## src/rtl/bblur_pkg.sv

```systemverilog
// Shared constants, types and register codes for the 5x5 RGB box blur.
// Used by every module under rtl/ except bblur_ram; depends on nothing.
package bblur_pkg;

  localparam int MAX_WIDTH  = 1024;
  localparam int MAX_HEIGHT = 4096;
  localparam int CH_BITS    = 8;
  localparam int COL_BITS   = $clog2(MAX_WIDTH);
  localparam int ROW_BITS   = $clog2(MAX_HEIGHT);
  localparam int PIX_BITS   = 3 * CH_BITS;

  // window geometry
  localparam int WIN        = 5;
  localparam int WIN_LO     = 2;
  localparam int WIN_AREA   = WIN * WIN;
  localparam int LINE_CELLS = WIN - 1;

  // per-channel sums: one column (5 pixels) and the full window (25 pixels)
  localparam int VSUM_BITS = $clog2(WIN * ((1 << CH_BITS) - 1) + 1);
  localparam int HSUM_BITS = $clog2(WIN_AREA * ((1 << CH_BITS) - 1) + 1);

  // divide by 25 as multiply by rounded-up reciprocal and shift
  localparam int DIV_SHIFT     = 17;
  localparam int DIV_MULT      = ((1 << DIV_SHIFT) + WIN_AREA - 1) / WIN_AREA;
  localparam int DIV_MULT_BITS = $clog2(DIV_MULT + 1);
  localparam int PROD_BITS     = HSUM_BITS + DIV_MULT_BITS;

  // configuration port
  localparam int WCFG_BITS     = COL_BITS + 1;
  localparam int HCFG_BITS     = ROW_BITS + 1;
  localparam int CFG_DATA_BITS = HCFG_BITS;
  localparam int CFG_IDX_BITS  = 2;
  localparam int WIDTH_RESET   = 1024;
  localparam int HEIGHT_RESET  = 1024;

  localparam logic [CFG_IDX_BITS-1:0] REG_IMAGE_WIDTH  = 2'd0;
  localparam logic [CFG_IDX_BITS-1:0] REG_IMAGE_HEIGHT = 2'd1;

  // stream widths
  localparam int IN_DATA_BITS   = ((PIX_BITS + 7) / 8) * 8;
  localparam int OUT_FIELD_BITS = PIX_BITS + ROW_BITS + COL_BITS;
  localparam int OUT_DATA_BITS  = ((OUT_FIELD_BITS + 7) / 8) * 8;

  typedef logic [CH_BITS-1:0]   chan_t;
  typedef logic [VSUM_BITS-1:0] vsum_t;
  typedef logic [HSUM_BITS-1:0] hsum_t;
  typedef logic [1:0]           sel_t;

  // red in the low bits
  typedef struct packed {
    chan_t blue;
    chan_t green;
    chan_t red;
  } pixel_t;

  typedef struct packed {
    vsum_t blue;
    vsum_t green;
    vsum_t red;
  } vsum_rgb_t;

  typedef struct packed {
    hsum_t blue;
    hsum_t green;
    hsum_t red;
  } hsum_rgb_t;

  // Per-pixel control that rides along the chain.
  // j selects center row r-2+j, i selects center column c-2+i.
  typedef struct packed {
    logic [ROW_BITS-1:0] row;
    logic [COL_BITS-1:0] col;
    logic                last_row;
    logic                last_col;
    logic                has_out;
    sel_t                j_first;
    sel_t                j_last;
    sel_t                i_first;
    sel_t                i_last;
    logic [WIN-1:0]      rmask;   // bit k: row r-k is inside the frame
    logic [WIN-1:0]      cmask;   // bit k: column c-k is inside the row
  } item_meta_t;

  typedef struct packed {
    item_meta_t meta;
    pixel_t     pix;       // pixel of the row this cell sees
    vsum_rgb_t  acc;       // column sum of the rows seen so far
    vsum_rgb_t  acc_prev;  // column sum one row shorter
  } cell_bus_t;

  // column sums for centers two, one and zero rows above the input row
  typedef struct packed {
    vsum_rgb_t v3;
    vsum_rgb_t v4;
    vsum_rgb_t v5;
  } vcol_t;

  typedef struct packed {
    hsum_rgb_t           sum;
    logic [ROW_BITS-1:0] row;
    logic [COL_BITS-1:0] col;
    logic                run_last;
    logic                frame_last;
  } res_t;

  typedef struct packed {
    logic                run_last;
    logic                frame_last;
    logic [COL_BITS-1:0] col;
    logic [ROW_BITS-1:0] row;
    pixel_t              rgb;
  } out_beat_t;

endpackage

```

## src/rtl/bblur_out.sv

```systemverilog
// Divide-by-25 and output skid buffer for the result stream.
// Depends on bblur_pkg.
module bblur_out (
  input  logic                                  clk,
  input  logic                                  rst,
  input  logic                                  res_valid,
  input  bblur_pkg::res_t                       res,
  output logic                                  adv,
  output logic                                  m_axis_tvalid,
  input  logic                                  m_axis_tready,
  output logic [bblur_pkg::OUT_DATA_BITS-1:0]   m_axis_tdata,
  output logic                                  m_axis_tlast,
  output logic                                  m_axis_tuser
);
  import bblur_pkg::*;

  logic [PROD_BITS-1:0] prod_r;
  logic [PROD_BITS-1:0] prod_g;
  logic [PROD_BITS-1:0] prod_b;
  out_beat_t            beat;
  logic                 push;
  logic                 ovalid;
  out_beat_t            odata;
  logic                 skid_valid;
  out_beat_t            sdata;

  // sum / 25 exact for sums below 43690
  always_comb begin
    prod_r          = PROD_BITS'(res.sum.red)   * PROD_BITS'(DIV_MULT);
    prod_g          = PROD_BITS'(res.sum.green) * PROD_BITS'(DIV_MULT);
    prod_b          = PROD_BITS'(res.sum.blue)  * PROD_BITS'(DIV_MULT);
    beat.rgb.red    = prod_r[DIV_SHIFT +: CH_BITS];
    beat.rgb.green  = prod_g[DIV_SHIFT +: CH_BITS];
    beat.rgb.blue   = prod_b[DIV_SHIFT +: CH_BITS];
    beat.row        = res.row;
    beat.col        = res.col;
    beat.run_last   = res.run_last;
    beat.frame_last = res.frame_last;
  end

  assign adv  = !skid_valid;
  assign push = res_valid && adv;

  always_ff @(posedge clk) begin
    if (rst) begin
      ovalid     <= 1'b0;
      skid_valid <= 1'b0;
    end else if (!ovalid || m_axis_tready) begin
      if (skid_valid) begin
        ovalid     <= 1'b1;
        skid_valid <= 1'b0;
      end else begin
        ovalid <= push;
      end
    end else if (push) begin
      skid_valid <= 1'b1;
    end
  end

  always_ff @(posedge clk) begin
    if (!ovalid || m_axis_tready) begin
      if (skid_valid) begin
        odata <= sdata;
      end else if (push) begin
        odata <= beat;
      end
    end else if (push) begin
      sdata <= beat;
    end
  end

  assign m_axis_tvalid = ovalid;
  assign m_axis_tdata  = OUT_DATA_BITS'({odata.col, odata.row, odata.rgb});
  assign m_axis_tlast  = odata.run_last;
  assign m_axis_tuser  = odata.frame_last;

  a_skid_behind_out: assert property (@(posedge clk) disable iff (rst)
    skid_valid |-> ovalid)
    else $error("skid holds a beat while output is empty");

endmodule

```

## config.mk

```make
export PLATFORM = sky130hd
export DESIGN_NAME = bblur_out
export DESIGN_NICKNAME = d
export VERILOG_FILES = /design/src/rtl/bblur_pkg.sv /design/src/rtl/bblur_out.sv
export SDC_FILE = /design/constraint.sdc
export NUM_CORES = 1
export LEC_CHECK = 0
export ABC_CLOCK_PERIOD_IN_PS = 6600
export BUFFER_PORTS_ARGS = -buffer_cell sky130_fd_sc_hd__buf_4
export CORE_UTILIZATION = 62
export CTS_CLUSTER_DIAMETER = 40
export DETAILED_ROUTE_END_ITERATION = 10
export GPL_ROUTABILITY_DRIVEN = 0
export PLACE_DENSITY = 0.83
export SYNTH_ARGS = -nofsm -noshare
export SYNTH_HDL_FRONTEND = slang
export SYNTH_SLANG_ARGS = --single-unit
```

## constraint.sdc

```tcl
create_clock -name clk -period 6.6 [get_ports clk]
set_clock_uncertainty 0.1 [all_clocks]
set_input_delay 1.32 -clock clk [delete_from_list [all_inputs] [get_ports clk]]
set_output_delay 1.32 -clock clk [all_outputs]
set_load 0.005 [all_outputs]
```

==> results.cfg <==
[yosys]
yosysWarnings = 0
yosys-mux-area-fraction_pct = 3.087
synth_area_leaders = ha_1 26%, fa_1 26%, edfxtp_1 23%
ys_ff_latch = 98
ys_types = 55
synth_top_area_cell = ha_1
ys_seq_area_share_pct = 22.89
synth_ff_type = edfxtp_1
syn-instance-count = 1121
netlist_area_sq_um = 12770
synth_compound_gate_area_share_pct = 5.703
synth_top_area_share_pct = 26.46
synthXorXnorAreaFrac_pct = 1.921
synth-simple-area-share_pct = 4.331
synth_fa_ha_area_share_pct = 52.80
synthArstFlopShare_pct = 0
synth_area_per_cell_sq_um = 11.39
synth_top_family_by_area = adder cells
synth_edf_count = 96

[routing]
drt_wl_total_um = 24320
drt_first_pass_iters = 4
via_count = 8189
ant_nets = 0
wl_per_cell_um = 16.02
route.detailed.drc = 0
dr.first_iter.drc_count = 422
avgViaCountPerCell = 5.395

[finish]
filler_cell_count = 1450
area_growth_pct = 11.61
utilization_pct = 70.43
stdcell_count = 1518
final_cell_mix = 295 x inv_1, 270 x ha_1, 168 x fa_1, 120 x buf_4, 96 x edfxtp_1
drive_above_1_share_pct = 14.74
diodes = 0
final_common_cell = inv_1
final_nets = 1748

[clock_network]
cts_tree = done
cts_buffer_depth = 2
postCtsSetupBuffers = 0
htreeDepth = 3
hold_buffers = 0
cts-root-buf = clkbuf_16
clock_latency_ps = 330
cts_resized = 0
clock_sinks = 98
cts_buffers = 9
clk_pin_slew_ps = 70

[worst_setup_path]
cpPeakStageDelay_ps = 550
crit_chain = buf_4, inv_1, fa_1, inv_1, ha_1, fa_1, fa_1, inv_1, fa_1, inv_1, ha_1, a21o_1, or4b_4, a21oi_4, nor3_2, or3_4, a2111o_1, o221a_2
reg2reg_from = skid_valid
r2r_end = m_axis_tdata[29]
end_kind = flop
worstRegToRegCells = 4
crit_arrival_ps = 6170
worst-path-max-fanout = 5
cp.required_ps = 6590
crit_slowest_cell = fa_1
rrSetupSlack_ps = 4070
critPathKind = primary input to flop
start_kind = primary input

[sta]
worstMarginPinSlew_ps = 843.9
drv_slew = 0
fin_hold_ws_ps = 416.4
period_share_pct = 93.61
max_freq_ghz = 0.1619
setup_viol_count_final = 0
rsz0062_at_grt = false
tns_ps = 0
fin_crit_ps = 6178
maxSlewHeadroom_pct = 43.68
worst_slack_ps = 421.7
hold_violations = 0

[floorplanning]
die_w_um = 145.5
die-height_um = 145.5
io_pins = 119
start_util_pct = 63.10
core_sq_um = 20230
die_area_sq_um = 21170
rows = 52

[power]
pwr-share-comb_pct = 71.2
switchingPower_w = 0.002278
p_clk_share_pct = 9.9
intPower_w = 0.002812
powerDensity_nw_per_um2 = 357.2
switching_share_pct = 44.75
peakVddDrop_v = 0.0002080
power_frac_seq_pct = 18.9
p_leak_nw = 7.317

[placement]
port_buffers = 116
dp.cells = 1502
dpl.hpwl_um = 21170
dp_slack_ps = 82.81

[global_route]
grt_pass1_wl_um = 41720
grt_usage_pct = 24.60
gr-total-overflow = 0
antenna_found_initial = 0
grt_use_met3_pct = 2.821
use_met2_pct = 42.84
grt_pass1_vias = 8904
busiest_layer = met2
grt_start_max_net_pins = 51
grt_use_met1_pct = 33.69

[worst_hold_path]
hold_end = m_axis_tdata[10]
hold_start = sdata[10]
hold_path_depth = 2
holdCritPathClass = flop to flop

[outcome]
status = finished, final reports clean

[run]
drv_cap = 0
## power by group through the flow
| stage | combinational (W) | sequential (W) | clock [W] |
|---|---|---|---|
| 2_1_floorplan | 0.00263 | 0.000973 | 0 |
| 3_3_place_gp | 0.00344 | 0.000973 | 0 |
| 3_5_place_dp | 0.00362 | 0.000974 | 0 |
| 4_1_cts | 0.00364 | 0.000962 | 0.000521 |
| 5_1_grt | 0.00418 | 0.000972 | 0.000542 |
| 6_report | 0.00362 | 0.000961 | 0.000505 |
## cells in the mapped netlist (3+ instances only)
cell	number
ha_1	270
a221oi_1	5
nor2_1	19
and3_1	7
o31ai_1	7
nand2b_1	3
nand3_1	8
o21ai_0	17
nor2b_1	4
fa_1	168
a21oi_1	32
nor3_1	13
a31oi_1	3
nand2_1	32
xor2_1	7
nand4_1	8
xnor2_1	21
clkbuf_1	5
nor3b_1	3
a21o_1	15
edfxtp_1	96
mux2_2	35
inv_1	295
## metal layers
layer,part of all wire (%),vias up
met5,0,-
met2,50,162
met1,46,4061
met4,1.2,0
li1,-,3944
met3,3.4,22
## cells by family after synthesis
kind of cell	after synthesis
AND/OR/NAND/NOR	109
multiplexers	35
buffers and inverters	305
other	1
XOR/XNOR	28
AO/OA/AOI/OAI	107
flip-flops	98
adder cells (fa/ha/maj)	438
## metrics by stage
| step | power (W) | area, sq um |
|---|---|---|
| 2_1_floorplan | 0.003601 | 12770 |
| 3_3_place_gp | 0.004417 | 13950 |
| 3_5_place_dp | 0.004591 | 13950 |
| 4_1_cts | 0.005127 | 14250 |
| 5_1_grt | 0.005697 | 14250 |
| 6_report | 0.005090 | 14250 |
## layout make-up
cell class	instances	area [sq um]	share of cell area, %
clock buffers	9	225.2	1.580
inverters	295	1107	7.770
clock inverters	7	73.82	0.5180
well taps	270	337.8	2.370
multi-input cells	719	8682	60.92
repair buffers	120	900.9	6.321
flip-flops and latches	98	2924	20.52
## registers in the layout (all words and copies together), names as in the netlist
| signal | count |
|---|---|
| m_axis_tlast | 1 |
| m_axis_tdata | 46 |
| sdata | 48 |
| skid_valid | 1 |
| m_axis_tuser | 1 |
| m_axis_tvalid | 1 |
## critical path: cells and delay by family
| kind | cells | cell delay (ps) |
|---|---|---|
| compound gates | 4 | 930 |
| fa+ha+maj | 6 | 2560 |
| buf+inv | 5 | 360 |
| simple gates | 3 | 990 |
## worst max path at each step
stage / start / to / cells past startpoint
after global routing: res[55] / sdata[23] / 18
after floorplan: res[55] / m_axis_tdata[20] / 17
after CTS: res[55] / m_axis_tdata[20] / 18
after detailed placement: res[55] / m_axis_tdata[20] / 18
final: res[55] / m_axis_tdata[20] / 18
after global placement: res[59] / m_axis_tdata[20] / 16
(Power assumes the default switching activity.)
