[config.mk]
export PLATFORM = sky130hd
export DESIGN_NAME = bblur_window
export DESIGN_NICKNAME = d
export VERILOG_FILES = /design/src/rtl/bblur_pkg.sv /design/src/rtl/bblur_window.sv
export SDC_FILE = /design/constraint.sdc
export NUM_CORES = 1
export LEC_CHECK = 0
export BUFFER_PORTS_ARGS = -buffer_cell sky130_fd_sc_hd__buf_4
export CAP_MARGIN = 20
export CORE_MARGIN = 2
export CORE_UTILIZATION = 36
export DETAILED_ROUTE_END_ITERATION = 7
export GPL_TIMING_DRIVEN = 1
export MAX_ROUTING_LAYER = met4
export REMOVE_ABC_BUFFERS = 1
export SYNTH_ARGS = -nofsm -noshare
export SYNTH_HDL_FRONTEND = slang
export SYNTH_SLANG_ARGS = --single-unit
export TNS_END_PERCENT = 5
[constraint.sdc]
create_clock -name clk -period 11.7 [get_ports clk]
set_clock_uncertainty 0.2 [all_clocks]
set_input_delay 0.585 -clock clk [delete_from_list [all_inputs] [get_ports clk]]
set_output_delay 0.585 -clock clk [all_outputs]
set_load 0.005 [all_outputs]
[src/rtl/bblur_pkg.sv]
// Shared constants, types and register codes for the 5x5 RGB box blur.
// Used by every module under rtl/ except bblur_ram; depends on nothing.
package bblur_pkg;

  localparam int MAX_WIDTH  = 1024;
  localparam int MAX_HEIGHT = 4096;
  localparam int CH_BITS    = 8;
  localparam int COL_BITS   = $clog2(MAX_WIDTH);
  localparam int ROW_BITS   = $clog2(MAX_HEIGHT);
  localparam int PIX_BITS   = 3 * CH_BITS;

  // window geometry
  localparam int WIN        = 5;
  localparam int WIN_LO     = 2;
  localparam int WIN_AREA   = WIN * WIN;
  localparam int LINE_CELLS = WIN - 1;

  // per-channel sums: one column (5 pixels) and the full window (25 pixels)
  localparam int VSUM_BITS = $clog2(WIN * ((1 << CH_BITS) - 1) + 1);
  localparam int HSUM_BITS = $clog2(WIN_AREA * ((1 << CH_BITS) - 1) + 1);

  // divide by 25 as multiply by rounded-up reciprocal and shift
  localparam int DIV_SHIFT     = 17;
  localparam int DIV_MULT      = ((1 << DIV_SHIFT) + WIN_AREA - 1) / WIN_AREA;
  localparam int DIV_MULT_BITS = $clog2(DIV_MULT + 1);
  localparam int PROD_BITS     = HSUM_BITS + DIV_MULT_BITS;

  // configuration port
  localparam int WCFG_BITS     = COL_BITS + 1;
  localparam int HCFG_BITS     = ROW_BITS + 1;
  localparam int CFG_DATA_BITS = HCFG_BITS;
  localparam int CFG_IDX_BITS  = 2;
  localparam int WIDTH_RESET   = 1024;
  localparam int HEIGHT_RESET  = 1024;

  localparam logic [CFG_IDX_BITS-1:0] REG_IMAGE_WIDTH  = 2'd0;
  localparam logic [CFG_IDX_BITS-1:0] REG_IMAGE_HEIGHT = 2'd1;

  // stream widths
  localparam int IN_DATA_BITS   = ((PIX_BITS + 7) / 8) * 8;
  localparam int OUT_FIELD_BITS = PIX_BITS + ROW_BITS + COL_BITS;
  localparam int OUT_DATA_BITS  = ((OUT_FIELD_BITS + 7) / 8) * 8;

  typedef logic [CH_BITS-1:0]   chan_t;
  typedef logic [VSUM_BITS-1:0] vsum_t;
  typedef logic [HSUM_BITS-1:0] hsum_t;
  typedef logic [1:0]           sel_t;

  // red in the low bits
  typedef struct packed {
    chan_t blue;
    chan_t green;
    chan_t red;
  } pixel_t;

  typedef struct packed {
    vsum_t blue;
    vsum_t green;
    vsum_t red;
  } vsum_rgb_t;

  typedef struct packed {
    hsum_t blue;
    hsum_t green;
    hsum_t red;
  } hsum_rgb_t;

  // Per-pixel control that rides along the chain.
  // j selects center row r-2+j, i selects center column c-2+i.
  typedef struct packed {
    logic [ROW_BITS-1:0] row;
    logic [COL_BITS-1:0] col;
    logic                last_row;
    logic                last_col;
    logic                has_out;
    sel_t                j_first;
    sel_t                j_last;
    sel_t                i_first;
    sel_t                i_last;
    logic [WIN-1:0]      rmask;   // bit k: row r-k is inside the frame
    logic [WIN-1:0]      cmask;   // bit k: column c-k is inside the row
  } item_meta_t;

  typedef struct packed {
    item_meta_t meta;
    pixel_t     pix;       // pixel of the row this cell sees
    vsum_rgb_t  acc;       // column sum of the rows seen so far
    vsum_rgb_t  acc_prev;  // column sum one row shorter
  } cell_bus_t;

  // column sums for centers two, one and zero rows above the input row
  typedef struct packed {
    vsum_rgb_t v3;
    vsum_rgb_t v4;
    vsum_rgb_t v5;
  } vcol_t;

  typedef struct packed {
    hsum_rgb_t           sum;
    logic [ROW_BITS-1:0] row;
    logic [COL_BITS-1:0] col;
    logic                run_last;
    logic                frame_last;
  } res_t;

  typedef struct packed {
    logic                run_last;
    logic                frame_last;
    logic [COL_BITS-1:0] col;
    logic [ROW_BITS-1:0] row;
    pixel_t              rgb;
  } out_beat_t;

endpackage

[src/rtl/bblur_window.sv]
// Horizontal window: five column-sum taps and the burst sequencer that
// walks the centers finished by one pixel. Depends on bblur_pkg.
module bblur_window (
  input  logic                 clk,
  input  logic                 rst,
  input  logic                 adv,
  input  logic                 in_valid,
  input  bblur_pkg::cell_bus_t in_bus,
  output logic                 take,
  output logic                 res_valid,
  output bblur_pkg::res_t      res
);
  import bblur_pkg::*;

  vcol_t      taps [WIN];
  vcol_t      col_new;
  logic       bvalid;
  item_meta_t meta;
  sel_t       jcur;
  sel_t       icur;
  logic       at_last;
  logic       bdone;
  vsum_rgb_t  pick;
  hsum_rgb_t  sum;

  // column sums of the incoming column; the 5-row one adds the oldest row
  always_comb begin
    col_new.v3 = in_bus.acc_prev;
    col_new.v4 = in_bus.acc;
    col_new.v5 = in_bus.acc;
    if (in_bus.meta.rmask[0]) begin
      col_new.v5.red   = in_bus.acc.red   + VSUM_BITS'(in_bus.pix.red);
      col_new.v5.green = in_bus.acc.green + VSUM_BITS'(in_bus.pix.green);
      col_new.v5.blue  = in_bus.acc.blue  + VSUM_BITS'(in_bus.pix.blue);
    end
  end

  assign at_last = (jcur == meta.j_last) && (icur == meta.i_last);
  assign bdone   = !meta.has_out || at_last;
  assign take    = adv && (!bvalid || bdone);

  // window sum for the current (j, i): taps c-k with k <= 4-i inside the row
  always_comb begin
    sum  = '0;
    pick = '0;
    for (int k = 0; k < WIN; k++) begin
      case (jcur)
        2'd0:    pick = taps[k].v5;
        2'd1:    pick = taps[k].v4;
        default: pick = taps[k].v3;
      endcase
      if (meta.cmask[k] && ((k + int'(icur)) < WIN)) begin
        sum.red   = sum.red   + HSUM_BITS'(pick.red);
        sum.green = sum.green + HSUM_BITS'(pick.green);
        sum.blue  = sum.blue  + HSUM_BITS'(pick.blue);
      end
    end
  end

  always_ff @(posedge clk) begin
    if (rst) begin
      bvalid    <= 1'b0;
      res_valid <= 1'b0;
    end else begin
      if (take) begin
        bvalid <= in_valid;
      end
      if (adv) begin
        res_valid <= bvalid && meta.has_out;
      end
    end
  end

  always_ff @(posedge clk) begin
    if (take && in_valid) begin
      taps[0] <= col_new;
      for (int k = 1; k < WIN; k++) begin
        taps[k] <= taps[k-1];
      end
      meta <= in_bus.meta;
      jcur <= in_bus.meta.j_first;
      icur <= in_bus.meta.i_first;
    end else if (adv && bvalid && !bdone) begin
      if (icur == meta.i_last) begin
        icur <= meta.i_first;
        jcur <= jcur + 2'd1;
      end else begin
        icur <= icur + 2'd1;
      end
    end
    if (adv) begin
      res.sum        <= sum;
      res.row        <= meta.row + ROW_BITS'(jcur) - ROW_BITS'(WIN_LO);
      res.col        <= meta.col + COL_BITS'(icur) - COL_BITS'(WIN_LO);
      res.run_last   <= at_last;
      res.frame_last <= meta.last_row && meta.last_col &&
                        (jcur == sel_t'(WIN_LO)) && (icur == sel_t'(WIN_LO));
    end
  end

  a_icur_range: assert property (@(posedge clk) disable iff (rst)
    (bvalid && meta.has_out) |-> (icur >= meta.i_first) && (icur <= meta.i_last))
    else $error("column index left its burst range");

  a_jcur_range: assert property (@(posedge clk) disable iff (rst)
    (bvalid && meta.has_out) |-> (jcur >= meta.j_first) && (jcur <= meta.j_last))
    else $error("row index left its burst range");

  a_frame_ends_run: assert property (@(posedge clk) disable iff (rst)
    (res_valid && res.frame_last) |-> res.run_last)
    else $error("frame end not at end of burst");

endmodule

==> run summary <==
Post-synthesis cell type with the largest combined area: sky130_fd_sc_hd__edfxtp_1. The number of hold buffers added after CTS was 103. The count of antenna-violating nets left after detailed routing was 0. The run finished with clean final reports. The run gives 0 as the number of antenna repair diodes. The number of antenna violations at the first check in global routing was 1. Counting flops with a built-in enable in the synthesized netlist gives 598. Prior to clock tree synthesis, the placed netlist has a worst setup slack of 3060 ps.

In this run the power spent charging and discharging nets is 1.82 mW. Once layout is complete, the utilization of the core stands at 43.8%. During synthesis, Yosys emitted a total of 0 warnings. After synthesis, the cell types taking the most area are sky130_fd_sc_hd__edfxtp_1, sky130_fd_sc_hd__ha_1, sky130_fd_sc_hd__nand2_1.

The power density over the cells works out to 172 nW/µm². The die area came out at 87100 µm². The mapped netlist covers 30500 µm². In this run the biggest area consumer among cell types represents 58.8% of the synthesized area. Global routing used 17.3% of the available tracks across all layers. The fraction of final layout cells with drive strength greater than 1 is 15.0%, and the number of endpoints with negative hold slack in the final report is 0. Internal power comes to 4.50 mW. For the iteration-0 DRC count of the detailed router, the log shows 1315. Summed over all layers, the global routing overflow is 0.

Synthesis instantiated 80 different standard cells from the library. The congestion estimate from routability-driven global placement came to 0.877. The synthesized design contains 600 register bits.

After detailed routing, the number of vias per cell comes to 5.11. The compound-gate portion of the synthesized area is 13.6%. Counting every sink on the clock net gives 600.

Counting every instance in the synthesized netlist gives 2496. The slowest stage of the critical path belongs to the cell sky130_fd_sc_hd__nor2_4. The run gives 0.0996 mV as the maximum ir drop on the vdd rail.

Summing the areas of all fa, ha and maj instances in the mapped netlist gives 8.70% of the synthesized area. The run gives 3765 as the number of instances in the placed design. TritonCTS built the clock tree. The root buffer cell is sky130_fd_sc_hd__clkbuf_16.

The minimum setup slack in the final design was 3040 ps; the combinational fraction of design power was 24.4%. Dividing the final minimum period by the clock period gives 74.0%. Headroom to the max-slew limit: 27.0%. The logs give 21300 for the via count of the first global-routing pass and 115 MHz for the maximum clock frequency. After layout, the design draws a total of 6.32 mW. The number of nets in the layout came out at 3147.

The tool flagged a number of max-cap violations equal to 0. Summed over all nets, the half-perimeter wirelength after detailed placement is 49.0 mm. Once the floorplan was initialized, standard cells occupied 36.4% of the core. At the worst endpoint, the arrival time is 8830 ps.

The path type of the worst setup path was register to register. Of the total synthesized cell area, the portion taken by AND, OR, NAND and NOR gates is 9.63%. Post-cts sizing count: 0. For the number of iterations in the first detailed-routing pass, the log shows 5. The first global-routing pass estimated 115 mm of wire. On the worst path, the slowest cell contributes a delay of 570 ps. The area growth from synthesis to layout works out to 20.4%. Primary flip-flop cell chosen by synthesis mapping: sky130_fd_sc_hd__edfxtp_1. The transition time at the pin with the least slew margin was 1100 ps; the shortest clock period the worst path allows after layout was 8660 ps. Sorting the synthesized cells by how often they occur yields sky130_fd_sc_hd__edfxtp_1, sky130_fd_sc_hd__nand2_1, sky130_fd_sc_hd__ha_1.

The share of power burned in registers is 40.9%. The analysis attributes to cell leakage a power of 14.3 nW. Post-CTS timing repair inserted 0 buffers for setup. After synthesis, the largest family of logic cells by area is compound AO/OA/AOI/OAI gates. The tools report the endpoint kind of the worst setup timing path as a register.

The total via count after detailed routing is 20400. Clock edge transition at the registers on the reported setup and hold paths: 60 ps. The tools report the total wire length as 73.5 mm. The count of buffers from port buffering is 197.

At the worst endpoint, the required time is 11870 ps. In the routed design, unresolved DRC markers number 0. The pin count of the biggest net entering global routing is 199, and the average footprint of a synthesized cell is 12.2 µm². The tools report the number of standard cells in the layout, taps in and fillers out as 3997. In this run the vertical extent of the chip is 295 µm. After synthesis, flip-flops and latches occupy 59.0% of the total area. The chip width was 295 µm. In this design, the largest share of critical-path delay is due to compound AO/OA/AOI/OAI gates.

For this design the top-level I/O count stands at 202. The top fanout value on the critical path was 36; the maximum buffer depth of the clock tree was 3. After synthesis, the share of flip-flops with an asynchronous set or reset is 0%.

The worst setup path is launched from a register. Setup repair after global routing left no endpoint under its margin. Clock tree synthesis inserted a total of 70 buffers.

The min-delay analysis places its worst path in the category input port to register. By instance count, the leading cell after synthesis is sky130_fd_sc_hd__edfxtp_1. Net switching is 28.9% of the power. The count of pins over their slew limit was 0. Part of the total power dissipated in the clock network: 34.7%. The later pin in the worst-skew pair is clocked with a latency of 620 ps. For the core box area, the log shows 83800 µm². Together, buffers and inverters on the worst path number 4. The mux contribution to synthesized area is 3.11%. In this run the core area contains 106 standard-cell rows.

Summing the areas of all xor and xnor instances in the mapped netlist gives 3.60% of the synthesized area. The setup-violating endpoint count in the final report is 0. The run gives 3 as the number of H-tree branching levels. Dividing the detail-routed wire length by the instance count gives 18.4 µm.
[state kept, by name, summed over array words and instances, names as in the netlist]
name       flops
taps         495
icur           2
jcur           2
res_valid      1
bvalid         1
res           63
meta          36
[metrics by stage]
stage / instance area, µm² / TNS, ps / hold slack [ps]
3_5_place_dp: 33300 / 0 / 232
5_1_grt: 36800 / 0 / 36.0
2_1_floorplan: 30200 / -617490 / 226
3_3_place_gp: 33300 / 0 / 228
6_report: 36800 / 0 / 41.8
4_1_cts: 36700 / 0 / 0.636
[layer usage]
layer | track usage [%] | vias to the layer above | share of wire, %
met5 | - | - | 0
li1 | - | 9933 | -
met2 | 29.3 | 510 | 50
met4 | 7.47 | 0 | 3.7
met1 | 20.9 | 9836 | 43
met3 | 2.11 | 157 | 4.1
[worst min-delay path, cell delays in order]
cell and delay [ps]:
sky130_fd_sc_hd__buf_4 80, sky130_fd_sc_hd__nand2_1 50, sky130_fd_sc_hd__nand2_1 50
[path summary, 6_finish.rpt]
| kind | cells after the start | endpoint | start | slack, ps |
|---|---|---|---|---|
| max | 35 | res[62] | jcur[0] | 3040 |
| min | 3 | jcur[1] | in_bus[107] | 40 |
| max reg2reg | 35 | res[62] | jcur[0] | 3040 |
| min reg2reg | 0 | taps[0][433] | taps[0][334] | 230 |
[placed cells by master, fill, tap and decap left out, drive strengths merged, types with 6 or more instances in the layout]
| cell type | n |
|---|---|
| bufinv | 6 |
| a211oi | 24 |
| o21a | 37 |
| buf | 223 |
| a22oi | 165 |
| or3 | 20 |
| o31ai | 9 |
| nor4 | 6 |
| ha | 185 |
| o21bai | 11 |
| a211o | 7 |
| nand3 | 25 |
| a31o | 6 |
| nand2b | 19 |
| nor2b | 26 |
| xnor2 | 97 |
| dlygate4sd3 | 103 |
| xor2 | 26 |
| nor2 | 128 |
| and3 | 6 |
| a21boi | 8 |
| o21ai | 110 |
| o41ai | 6 |
| nand2 | 385 |
| fa | 17 |
| o31a | 7 |
| edfxtp | 598 |
| a21oi | 130 |
| clkbuf | 88 |
| nor3 | 31 |
| mux2i | 19 |
| inv | 112 |
| clkinv | 25 |
| or2 | 7 |
| and2 | 12 |
| o211ai | 13 |
| a21o | 44 |
| mux2 | 67 |
[power groups by stage]
stage	combinational (mW)	sequential, mW	clock [mW]
2_1_floorplan	1.09	2.66	0
3_3_place_gp	1.45	2.63	0
3_5_place_dp	1.50	2.63	0
4_1_cts	1.54	2.59	2.25
5_1_grt	1.72	2.60	2.34
6_report	1.54	2.59	2.19
[logic make-up after synthesis]
family	after synthesis
AND/OR/NAND/NOR	681
adder cells (fa/ha/maj)	202
AO/OA/AOI/OAI	610
XOR/XNOR	124
flip-flops	600
buffers and inverters	193
multiplexers	86
[layout make-up]
class / count / area (µm²)
clock buffers: 88 / 1850
clock inverters: 39 / 474
well taps: 1134 / 1420
fillers: 7650 / 47100
repair buffers: 326 / 2770
flip-flops and latches: 600 / 18000
multi-input cells: 1703 / 11800
inverters: 107 / 409
Note: power is estimated with default switching activity, not from simulation.
